===== src/rtl/core/mtag_pkg.sv =====
`timescale 1ns / 1ps

package mtag_pkg;

  localparam int TEXEL_BITS    = 6;
  localparam int TILE_SHIFT    = 3;
  localparam int TILE_SIDE     = 8;
  localparam int ADDR_FIELD_W  = 32;
  localparam int DIM_FIELD_W   = 11;
  localparam int BPP_FIELD_W   = 3;
  localparam int CFG_INDEX_W   = 3;
  localparam int CFG_DATA_W    = 32;

  localparam logic [TEXEL_BITS-1:0] TEXEL_LAST = '1;

  localparam logic [BPP_FIELD_W-1:0] BPP_MIN   = 3'd1;
  localparam logic [BPP_FIELD_W-1:0] BPP_MAX   = 3'd4;
  localparam logic [BPP_FIELD_W-1:0] BPP_RESET = 3'd4;

  localparam logic [CFG_INDEX_W-1:0] REG_LINEAR_BASE  = 3'd0;
  localparam logic [CFG_INDEX_W-1:0] REG_TILED_BASE   = 3'd1;
  localparam logic [CFG_INDEX_W-1:0] REG_IMAGE_WIDTH  = 3'd2;
  localparam logic [CFG_INDEX_W-1:0] REG_IMAGE_HEIGHT = 3'd3;
  localparam logic [CFG_INDEX_W-1:0] REG_PIXEL_BYTES  = 3'd4;

  typedef struct packed {
    logic valid;
    logic last;
    logic err;
  } mtag_ctl_t;

endpackage


===== src/rtl/core/mtag_walker.sv =====
`timescale 1ns / 1ps

module mtag_walker #(
  parameter int CLW   = 7,
  parameter int CNT_W = 8
) (
  input  logic                           clk,
  input  logic                           rst,
  input  logic                           in_valid,
  input  logic                           restart,
  output logic                           in_stall,
  input  logic                           fmt_err,
  input  logic [CNT_W-1:0]               across,
  input  logic [CNT_W-1:0]               down,
  input  logic                           load,
  output mtag_pkg::mtag_ctl_t            ctl,
  output logic [mtag_pkg::TEXEL_BITS-1:0] pos_texel,
  output logic [CLW-1:0]                 pos_column,
  output logic [CLW-1:0]                 pos_row
);
  import mtag_pkg::*;

  logic [TEXEL_BITS-1:0] texel, texel_next, cur_texel;
  logic [CLW-1:0]        column, column_next, cur_column;
  logic [CLW-1:0]        row, row_next, cur_row;
  logic [CNT_W-1:0]      column_inc, row_inc;
  logic                  accept, is_last;

  assign accept   = in_valid & load;
  assign in_stall = ~load;

  always_comb begin
    cur_texel  = restart ? '0 : texel;
    cur_column = restart ? '0 : column;
    cur_row    = restart ? '0 : row;
    column_inc = CNT_W'(cur_column) + CNT_W'(1);
    row_inc    = CNT_W'(cur_row) + CNT_W'(1);
    is_last    = ~fmt_err && (cur_texel == TEXEL_LAST)
                 && (CNT_W'(cur_column) == across - CNT_W'(1))
                 && (CNT_W'(cur_row) == down - CNT_W'(1));
    texel_next  = cur_texel;
    column_next = cur_column;
    row_next    = cur_row;
    if (!fmt_err) begin
      texel_next = cur_texel + TEXEL_BITS'(1);
      if (cur_texel == TEXEL_LAST) begin
        if (column_inc >= across) begin
          column_next = '0;
          row_next    = (row_inc >= down) ? '0 : row_inc[CLW-1:0];
        end else begin
          column_next = column_inc[CLW-1:0];
        end
      end else begin
        if (CNT_W'(cur_column) >= across) column_next = '0;
        if (CNT_W'(cur_row) >= down) row_next = '0;
      end
    end
  end

  always_ff @(posedge clk) begin
    if (rst) begin
      texel  <= '0;
      column <= '0;
      row    <= '0;
      ctl    <= '0;
    end else begin
      if (load) ctl.valid <= in_valid;
      if (accept) begin
        texel      <= texel_next;
        column     <= column_next;
        row        <= row_next;
        ctl.last   <= is_last;
        ctl.err    <= fmt_err;
      end
    end
  end

  always_ff @(posedge clk) begin
    if (accept) begin
      pos_texel  <= cur_texel;
      pos_column <= cur_column;
      pos_row    <= cur_row;
    end
  end

endmodule


===== src/rtl/core/mtag_index.sv =====
`timescale 1ns / 1ps

module mtag_index #(
  parameter int AW    = 32,
  parameter int CLW   = 7,
  parameter int CNT_W = 8,
  parameter int DW    = 11
) (
  input  logic                           clk,
  input  logic                           rst,
  input  mtag_pkg::mtag_ctl_t            in_ctl,
  input  logic [mtag_pkg::TEXEL_BITS-1:0] pos_texel,
  input  logic [CLW-1:0]                 pos_column,
  input  logic [CLW-1:0]                 pos_row,
  input  logic [CNT_W-1:0]               across,
  input  logic [DW-1:0]                  width_c,
  input  logic [DW-1:0]                  height_c,
  input  logic                           load,
  output logic                           load_up,
  output mtag_pkg::mtag_ctl_t            ctl,
  output logic [AW-1:0]                  tile_off,
  output logic [AW-1:0]                  lin_off
);
  import mtag_pkg::*;

  localparam int TIW = CLW + CNT_W;

  logic [TILE_SHIFT-1:0] x, y;
  logic [TIW-1:0]        tile_idx;
  logic [AW-1:0]         row_from_top, tile_off_next, lin_off_next;

  assign load_up = ~ctl.valid | load;

  // x from even texel bits, y from odd ones
  always_comb begin
    x = {pos_texel[4], pos_texel[2], pos_texel[0]};
    y = {pos_texel[5], pos_texel[3], pos_texel[1]};
    tile_idx      = TIW'(pos_row) * TIW'(across) + TIW'(pos_column);
    tile_off_next = AW'({tile_idx, pos_texel});
    row_from_top  = AW'(height_c) - AW'(1) - AW'({pos_row, y});
    lin_off_next  = AW'(row_from_top * width_c) + AW'({pos_column, x});
  end

  always_ff @(posedge clk) begin
    if (rst) begin
      ctl <= '0;
    end else if (load_up) begin
      ctl <= in_ctl;
    end
  end

  always_ff @(posedge clk) begin
    if (load_up && in_ctl.valid) begin
      tile_off <= tile_off_next;
      lin_off  <= lin_off_next;
    end
  end

endmodule


===== src/rtl/core/mtag_scale.sv =====
`timescale 1ns / 1ps

module mtag_scale #(
  parameter int AW = 32
) (
  input  logic                               clk,
  input  logic                               rst,
  input  mtag_pkg::mtag_ctl_t                in_ctl,
  input  logic [AW-1:0]                      tile_off,
  input  logic [AW-1:0]                      lin_off,
  input  logic [mtag_pkg::ADDR_FIELD_W-1:0]  tiled_base,
  input  logic [mtag_pkg::ADDR_FIELD_W-1:0]  linear_base,
  input  logic [mtag_pkg::BPP_FIELD_W-1:0]   pixel_bytes,
  output logic                               load_up,
  output logic                               out_valid,
  input  logic                               out_stall,
  output logic [mtag_pkg::ADDR_FIELD_W-1:0]  tiled_address,
  output logic [mtag_pkg::ADDR_FIELD_W-1:0]  linear_address,
  output logic                               last,
  output logic                               format_error
);
  import mtag_pkg::*;

  logic [AW-1:0] til, lin;

  assign load_up = ~out_valid | ~out_stall;

  always_comb begin
    til = AW'(tiled_base) + AW'(tile_off * pixel_bytes);
    lin = AW'(linear_base) + AW'(lin_off * pixel_bytes);
  end

  always_ff @(posedge clk) begin
    if (rst) begin
      out_valid <= 1'b0;
    end else if (load_up) begin
      out_valid <= in_ctl.valid;
    end
  end

  always_ff @(posedge clk) begin
    if (load_up && in_ctl.valid) begin
      tiled_address  <= in_ctl.err ? '0 : ADDR_FIELD_W'(til);
      linear_address <= in_ctl.err ? '0 : ADDR_FIELD_W'(lin);
      last           <= in_ctl.last & ~in_ctl.err;
      format_error   <= in_ctl.err;
    end
  end

endmodule


===== src/rtl/core/morton_tile_address_gen_top.sv =====
`timescale 1ns / 1ps

// Morton 8x8 tile address generator. Each accepted word (restart clears the
// walk first) gives one texel's tiled and linear byte addresses, walking
// texels in Z order inside a tile, tiles left to right and then upwards,
// with linear rows counted from the top. The three-stage pipeline
// (position counters, index multiplies, pixel-size scaling and base add)
// takes a new word every cycle unless the input is held;
// stalls on the output only hold the input once all three stages are full.
// Width and height are clamped to 8..MAX_DIM. A pixel size outside 1 to 4
// gives zero addresses with format_error set, and the walk holds.
// Configuration is meant to be written while nothing is in flight.
module morton_tile_address_gen_top #(
  parameter int ADDR_BITS = 32,
  parameter int MAX_DIM   = 1024
) (
  input  logic                               clk,
  input  logic                               rst,
  input  logic                               cfg_write,
  input  logic [mtag_pkg::CFG_INDEX_W-1:0]   cfg_index,
  input  logic [mtag_pkg::CFG_DATA_W-1:0]    cfg_data,
  input  logic                               in_valid,
  output logic                               in_stall,
  input  logic                               restart,
  output logic                               out_valid,
  input  logic                               out_stall,
  output logic [mtag_pkg::ADDR_FIELD_W-1:0]  tiled_address,
  output logic [mtag_pkg::ADDR_FIELD_W-1:0]  linear_address,
  output logic                               last,
  output logic                               format_error
);
  import mtag_pkg::*;

  localparam int AW        = (ADDR_BITS < ADDR_FIELD_W) ? ADDR_BITS : ADDR_FIELD_W;
  localparam int DW        = $clog2(MAX_DIM + 1);
  localparam int CW        = (DW > DIM_FIELD_W) ? DW : DIM_FIELD_W;
  localparam int TILES_MAX = MAX_DIM / TILE_SIDE;
  localparam int CLW       = (TILES_MAX > 1) ? $clog2(TILES_MAX) : 1;
  localparam int CNT_W     = CLW + 1;

  logic [ADDR_FIELD_W-1:0] linear_base, tiled_base;
  logic [DIM_FIELD_W-1:0]  image_width, image_height;
  logic [BPP_FIELD_W-1:0]  pixel_bytes;

  logic [DW-1:0]         width_c, height_c;
  logic [CNT_W-1:0]      across, down;
  logic                  fmt_err;
  logic                  load1, load2, load3;
  mtag_ctl_t             ctl1, ctl2;
  logic [TEXEL_BITS-1:0] pos_texel;
  logic [CLW-1:0]        pos_column, pos_row;
  logic [AW-1:0]         tile_off, lin_off;

  always_ff @(posedge clk) begin
    if (rst) begin
      linear_base  <= '0;
      tiled_base   <= '0;
      image_width  <= DIM_FIELD_W'(TILE_SIDE);
      image_height <= DIM_FIELD_W'(TILE_SIDE);
      pixel_bytes  <= BPP_RESET;
    end else if (cfg_write) begin
      case (cfg_index)
        REG_LINEAR_BASE:  linear_base  <= cfg_data[ADDR_FIELD_W-1:0];
        REG_TILED_BASE:   tiled_base   <= cfg_data[ADDR_FIELD_W-1:0];
        REG_IMAGE_WIDTH:  image_width  <= cfg_data[DIM_FIELD_W-1:0];
        REG_IMAGE_HEIGHT: image_height <= cfg_data[DIM_FIELD_W-1:0];
        REG_PIXEL_BYTES:  pixel_bytes  <= cfg_data[BPP_FIELD_W-1:0];
        default: ;
      endcase
    end
  end

  always_comb begin
    if (CW'(image_width) < CW'(TILE_SIDE)) begin
      width_c = DW'(TILE_SIDE);
    end else if (CW'(image_width) > CW'(MAX_DIM)) begin
      width_c = DW'(MAX_DIM);
    end else begin
      width_c = DW'(image_width);
    end
    if (CW'(image_height) < CW'(TILE_SIDE)) begin
      height_c = DW'(TILE_SIDE);
    end else if (CW'(image_height) > CW'(MAX_DIM)) begin
      height_c = DW'(MAX_DIM);
    end else begin
      height_c = DW'(image_height);
    end
    across  = CNT_W'(width_c >> TILE_SHIFT);
    down    = CNT_W'(height_c >> TILE_SHIFT);
    fmt_err = (pixel_bytes < BPP_MIN) || (pixel_bytes > BPP_MAX);
  end

  mtag_walker #(
    .CLW   (CLW),
    .CNT_W (CNT_W)
  ) u_walker (
    .clk        (clk),
    .rst        (rst),
    .in_valid   (in_valid),
    .restart    (restart),
    .in_stall   (in_stall),
    .fmt_err    (fmt_err),
    .across     (across),
    .down       (down),
    .load       (load1),
    .ctl        (ctl1),
    .pos_texel  (pos_texel),
    .pos_column (pos_column),
    .pos_row    (pos_row)
  );

  assign load1 = ~ctl1.valid | load2;

  mtag_index #(
    .AW    (AW),
    .CLW   (CLW),
    .CNT_W (CNT_W),
    .DW    (DW)
  ) u_index (
    .clk        (clk),
    .rst        (rst),
    .in_ctl     (ctl1),
    .pos_texel  (pos_texel),
    .pos_column (pos_column),
    .pos_row    (pos_row),
    .across     (across),
    .width_c    (width_c),
    .height_c   (height_c),
    .load       (load3),
    .load_up    (load2),
    .ctl        (ctl2),
    .tile_off   (tile_off),
    .lin_off    (lin_off)
  );

  mtag_scale #(
    .AW (AW)
  ) u_scale (
    .clk            (clk),
    .rst            (rst),
    .in_ctl         (ctl2),
    .tile_off       (tile_off),
    .lin_off        (lin_off),
    .tiled_base     (tiled_base),
    .linear_base    (linear_base),
    .pixel_bytes    (pixel_bytes),
    .load_up        (load3),
    .out_valid      (out_valid),
    .out_stall      (out_stall),
    .tiled_address  (tiled_address),
    .linear_address (linear_address),
    .last           (last),
    .format_error   (format_error)
  );

endmodule


===== config.mk =====
export PLATFORM = sky130hd
export DESIGN_NAME = morton_tile_address_gen_top
export DESIGN_NICKNAME = d
export VERILOG_FILES = /design/src/rtl/core/mtag_pkg.sv /design/src/rtl/core/mtag_walker.sv /design/src/rtl/core/mtag_index.sv /design/src/rtl/core/mtag_scale.sv /design/src/rtl/core/morton_tile_address_gen_top.sv
export SDC_FILE = /design/constraint.sdc
export NUM_CORES = 1
export LEC_CHECK = 0
export BUFFER_PORTS_ARGS = -buffer_cell sky130_fd_sc_hd__buf_2
export CORE_MARGIN = 2
export CORE_UTILIZATION = 55
export DETAILED_ROUTE_END_ITERATION = 12
export MAX_ROUTING_LAYER = met4
export PLACE_DENSITY = 0.72
export SLEW_MARGIN = 20
export SYNTH_ARGS = -nofsm -noshare
export SYNTH_HDL_FRONTEND = slang
export SYNTH_SLANG_ARGS = --single-unit

===== constraint.sdc =====
create_clock -name clk -period 12.9 [get_ports clk]
set_input_delay 0 -clock clk [delete_from_list [all_inputs] [get_ports clk]]
set_output_delay 0 -clock clk [all_outputs]
set_load 0.005 [all_outputs]

# --- After elaboration in Yosys (flattened, before gate mapping) ---
# Cells that the tools add are included.
# W data, S select, Z words.
totals:
  regBits: 255
  inputBits: 41
  out_inout_bits: 68
  word_cells: 97
classes:
  add_sub_neg: 11
  mul: 4
  n_lt_le_gt_ge: 10
  n_eq_ne: 7
  muxes: 17
  bitwise_logic: 12
  n_reduce_logical: 12
op_table:
  columns: ["cell", "count"]
  rows:
  - ["$mux W7", 11]
  - ["$add A32 B32 Y32", 2]
  - ["$mux W11", 4]
  - ["$add A32 B10 Y32", 1]
  - ["$mul A32 B11 Y32", 1]
  - ["$mul A32 B3 Y32", 1]
  - ["$sub A32 B10 Y32", 1]
  - ["$mul A21 B3 Y24", 1]
  - ["$gt A11 B11 Y1 const B", 2]
  - ["$lt A11 B4 Y1 const B", 2]
  - ["$add A7 B1 Y8 const B", 2]
  - ["$eq A7 B8 Y1", 2]
  - ["$ge A7 B8 Y1", 2]
  - ["$ge A8 B8 Y1", 2]
  - ["$sub A8 B1 Y8 const B", 2]
  - ["$add A15 B7 Y15", 1]
  - ["$mul A7 B8 Y15", 1]
  - ["$mux W6", 2]
  - ["$sub A11 B1 Y12 const B", 1]
  - ["$reduce_and A2 Y1", 5]
  - ["$not A1 Y1", 7]
  - ["$add A6 B1 Y6 const B", 1]
  - ["$eq A3 B2 Y1 const B", 2]
  - ["$eq A6 B6 Y1 const B", 1]
  - ["9 further kinds", 16]

# --- Longest topological paths before layout ---
depth:
  word_depth: 8
  depth_mapped: 39
  depth_no_buf: 37

# --- By module ---
# Synthesis repeated with hierarchy kept, for this count alone.
hier_totals:
  hier_cells: 3012
  hier_area_um2: 27617.7
by_module_without_submodules:
  columns: ["module", "n_inst", "cells_each", "area_each_um2"]
  rows:
  - ["mtag_index", 1, 1116, 10538.9]
  - ["mtag_scale", 1, 1181, 10109.7]
  - ["morton_tile_address_gen_top", 1, 371, 3853.7]
  - ["mtag_walker", 1, 344, 3115.5]

# --- Worst setup path before layout ---
# OpenSTA, ideal clock, no wires.
synth_timing:
  path_type: "reg-to-reg"
  from: "register image_height[6]"
  to: "register u_index.lin_off[31], data pin"
  setup_ns: 0.261
  t_arrival_ns: 8.237
  required_time_ns: 12.639
  path_slack_ns: 4.402
  stages_incl_launch_ff: 38
  path_buffers: 2
  period_less_slack_ns: 8.498
  path_cell_list: "dfxtp_1 -> buf_2 -> nor4_1 -> and2_1 -> nor2b_1 -> nor2_1 -> nor2_1 -> inv_1 -> ha_1 -> nand3_1 -> nand2_1 -> xnor2_1 -> ha_1 -> nor3_1 -> nor2_1 -> a31oi_1 -> o21ai_0 -> nor2_1 -> (+2 left out) -> clkbuf_1 -> nand2_1 -> fa_1 -> fa_1 -> fa_1 -> inv_1 -> fa_1 -> inv_1 -> fa_1 -> inv_1 -> ha_1 -> a2111oi_0 -> a211oi_1 -> o31ai_1 -> and2b_1 -> o211ai_1 -> a41oi_1 -> xnor2_1"
synth_between:
  elab_chain_len: 7
synth_rtl:
  columns: ["element", "line_no", "source"]
  rows:
  - ["start: declaration", "morton_tile_address_gen_top.sv:42", "logic [DIM_FIELD_W-1:0] image_width, image_height;"]
  - ["start signal: assignment", "morton_tile_address_gen_top.sv:59", "image_height <= DIM_FIELD_W'(TILE_SIDE);"]
  - ["start signal: assignment", "morton_tile_address_gen_top.sv:66", "REG_IMAGE_HEIGHT: image_height <= cfg_data[DIM_FIELD_W-1:0];"]
  - ["$gt A11 B11 Y1", "morton_tile_address_gen_top.sv:83", "end else if (CW'(image_height) > CW'(MAX_DIM)) begin"]
  - ["$mux W11", "morton_tile_address_gen_top.sv:83", null]
  - ["$mux W11 (*)", "morton_tile_address_gen_top.sv:81", "if (CW'(image_height) < CW'(TILE_SIDE)) begin"]
  - ["$sub A11 B1 Y12 (*)", "mtag_index.sv:40", "row_from_top = AW'(height_c) - AW'(1) - AW'({pos_row, y});"]
  - ["$sub A32 B10 Y32 (*)", "mtag_index.sv:40", null]
  - ["$mul A32 B11 Y32 (*)", "mtag_index.sv:41", "lin_off_next = AW'(row_from_top * width_c) + AW'({pos_column, x});"]
  - ["$add A32 B10 Y32 (*)", "mtag_index.sv:41", null]
  - ["via u_index.lin_off_next[31]", "mtag_index.sv:30", "logic [AW-1:0] row_from_top, tile_off_next, lin_off_next;"]
  - ["end signal: assignment", "mtag_index.sv:55", "lin_off <= lin_off_next;"]
  - ["end: declaration", "mtag_index.sv:22", "output logic [AW-1:0] lin_off"]
# Mark *: on every way through the listed nets, which the timed path passes. The rest lies on a longest branch.
# A chain may end at the register's enable or synchronous reset.

# --- Worst setup path in the final report ---
# Ends and elaborated chain as after synthesis.

==> impl_results.md <==
- # placed instances: between 3000 and 4000
- Detail-routed net length per standard cell: about 18 um
- Gr ovfl total: 0
- Max Slew Vio Count: 0
- Root Driver: clkbuf_16
- EDFF count, synth: roughly 140
- Final cycle utilization of the critical path: 0.745
- Crit start category: register
- Number of global-route vias before repair: around 22000
- Clock period minus worst slack: roughly 9.6 ns
- Via count: around 22000
- Leakage: 14.3 nW
- RSZ-0062 raised after global routing: no
- Final core occ: 0.602
- Worst vdd ir: around 110 uV
- Die ar.: between 0.05 and 0.06 sq mm
- HPWL Detailed: between 50000 and 60000 um
- Max frequency: around 0.10 GHz
- Routed WL: 71800 um
- Slowest CP cell: fa_1
- Hold Crit Depth: 4
- Largest area contributor in the netlist: fa_1
- Worst skew pair latency: between 0.5 and 0.6 ns
- Critical path's largest stage delay: roughly 0.60 ns
- Clk sinks: between 200 and 300
- Area Growth Syn to Fin: 8.78%
- Area occupied by multi-input gates: between 0.015 and 0.02 sq mm
- Sequential fraction of the synthesis area: 0.230
- Combinational power share: 0.427
- Synth cell types: 96
- Number of max-cap violations: 0
- Rel. slew slack: 0.172
- #FFs+latches synth: roughly 260
- Syn Std Cell Area: about 0.028 sq mm
- CP Buf/Inv Count: 4
- Antenna cells: 0
- Worst Hold Class: in2reg
- Most area-consuming cells after synthesis: fa_1, edfxtp_1, ha_1, dfxtp_1, nand2_1
- Sequential cell area: 0.00650 sq mm
- Crit. End Element: register
- Final Skew: 0.0333 ns
- Pre-antenna DRT Iters: 6
- Fin. Hold Viols: 0
- Ys Warns: 0
- Fraction of final layout cells sized beyond drive strength 1: 0.0639
- DRC: 0
- Chip Width: ~230 um
- Count leader, synth: nand2_1
- Fin nets: approximately 4000
- CP Max Fanout: 11
- Slew @ Worst Pin: 1.23 ns
- Clock share of power: 0.252
- I/O pins: approximately 110
- Initial DRC count: about 1600
- Htree depth: 1
- Sequential Power Share: 0.321
- Sw frac: 0.378
- Critical path class: reg2reg
- Fillcell total: between 4000 and 5000
- Setup TNS: 0 ns
- Psw: ~1.2 mW
- Fraction of registers with async set/reset: 0
- First-pass GRT wire length: roughly 120000 um
- CP arrival: 9.90 ns
- Synth top area share: 0.245
- Power Density: 104 mW/mm^2
- Worst EP required: roughly 13 ns
- Worst reg2reg path depth: 35
- Worst-path clk slew: 0.06 ns
- Placer Congestion: between 0.9 and 1
- CTS Buf Count: 29
- Post-CTS Setup Repair Bufs: 0
- Gate count of the mapped netlist: ~3200
- # rows: between 80 and 90
- Most frequent CP cell: fa_1
- Final Instance Count excl. Fillers: 4015
- Pin count of the biggest net entering global routing: 70
- Setup violators final: 0
- CP delay by family, top: adder cells
- Internal: 1.99 mW
- Most frequent cells after synthesis: nand2_1, inv_1, fa_1
- Ys flop type: edfxtp_1
- Outcome: completed
- Synthesized Nets: just under 4000
- Initial antenna violation count: 0
- Port bufs: about 110
- Die Span Y: approximately 230 um
- Syn Area/Cell: 8.75 sq um
- CTS tree: done
- ANT nets after route: 0
- DR vias/cell: 5.49
- CP Depth: 35
- CTS Buffer Depth: 3
- All-Layer GR Usage: 0.284
- Starting Density: 0.554
- CORE AREA: about 0.05 sq mm
worst paths after layout:
check                       start             endpoint  slack [ns]
hold reg to reg   u_walker.row[6]      u_walker.row[6]        0.45
setup / recovery  image_height[6]  u_index.lin_off[31]        3.29
hold / removal       cfg_data[12]       tiled_base[12]        0.26
setup reg to reg  image_height[6]  u_index.lin_off[31]        3.29
cell type report:
type | count | area share
flip-flops and latches | 255 | 0.212
clock buffers | 41 | 0.0264
inverters | 484 | 0.0591
multi-input cells | 2363 | 0.633
repair buffers | 179 | 0.0385
well taps | 680 | 0.0277
clock inverters | 13 | 0.00326
metrics by stage:
stage	setup slack, ns	hold WS [ns]	power (mW)	area (sq um)
3_3_place_gp	3.71	0.250	2.34	29400
2_1_floorplan	4.40	0.118	2.04	28200
3_5_place_dp	3.43	0.270	2.38	29400
6_report	3.29	0.259	3.19	30700
5_1_grt	2.72	0.273	3.44	30700
4_1_cts	3.34	0.237	3.20	30700
power groups by stage:
stage / Sequential, mW / Clock, mW / Combinational, mW
2_1_floorplan: 1.02 / 0 / 1.01
3_3_place_gp: 1.04 / 0 / 1.30
3_5_place_dp: 1.04 / 0 / 1.34
4_1_cts: 1.02 / 0.817 / 1.36
5_1_grt: 1.03 / 0.848 / 1.56
6_report: 1.03 / 0.805 / 1.36
state kept, by name, summed over array words and instances, names as in the netlist, 11 cells and up:
name,count
linear_base,32
tiled_base,32
u_index.lin_off,32
u_scale.linear_address,32
u_scale.tiled_address,32
u_index.tile_off,21
image_height,11
image_width,11
routing by layer:
metal / part of all wire / track usage
met1: 0.43 / 0.365
met2: 0.48 / 0.476
met3: 0.063 / 0.0356
met4: 0.029 / 0.0786
met5: 0 / -
tightest hold or removal path: stages:
cell and delay [ns]:
dlygate4sd3_1 0.53, buf_2 0.16, nand2_1 0.06, a21oi_1 0.05
kinds of logic (layout without fill, tap and decap cells):
logic type | Yosys count | count (layout) | synth area share
and+or+nand+nor | 1140 | 1140 | 0.178
buffers and inverters | 610 | 717 | 0.0820
adders and majority gates | 585 | 585 | 0.351
AOI/OAI and AO/OA | 458 | 458 | 0.103
DFF | 255 | 255 | 0.230
xor gates and xnor gates | 174 | 174 | 0.0540
muxes | 6 | 6 | 0.00213
placed cells by master, fill, tap and decap left out, types with 107 or more instances in the layout:
master,Yosys,layout
dfxtp_1,116,115
inv_1,477,477
nor2_1,249,248
nand2_1,594,594
ha_1,240,240
edfxtp_1,139,139
fa_1,345,345
buf_2,4,107
a21oi_1,194,194
xnor2_1,115,115
what timing repair did:
action	in CTS	in global routing
hold endpoints to repair	114	0
hold buffers	42	0
gates resized for setup	0	0
Note: power is estimated with default switching activity, not from simulation.
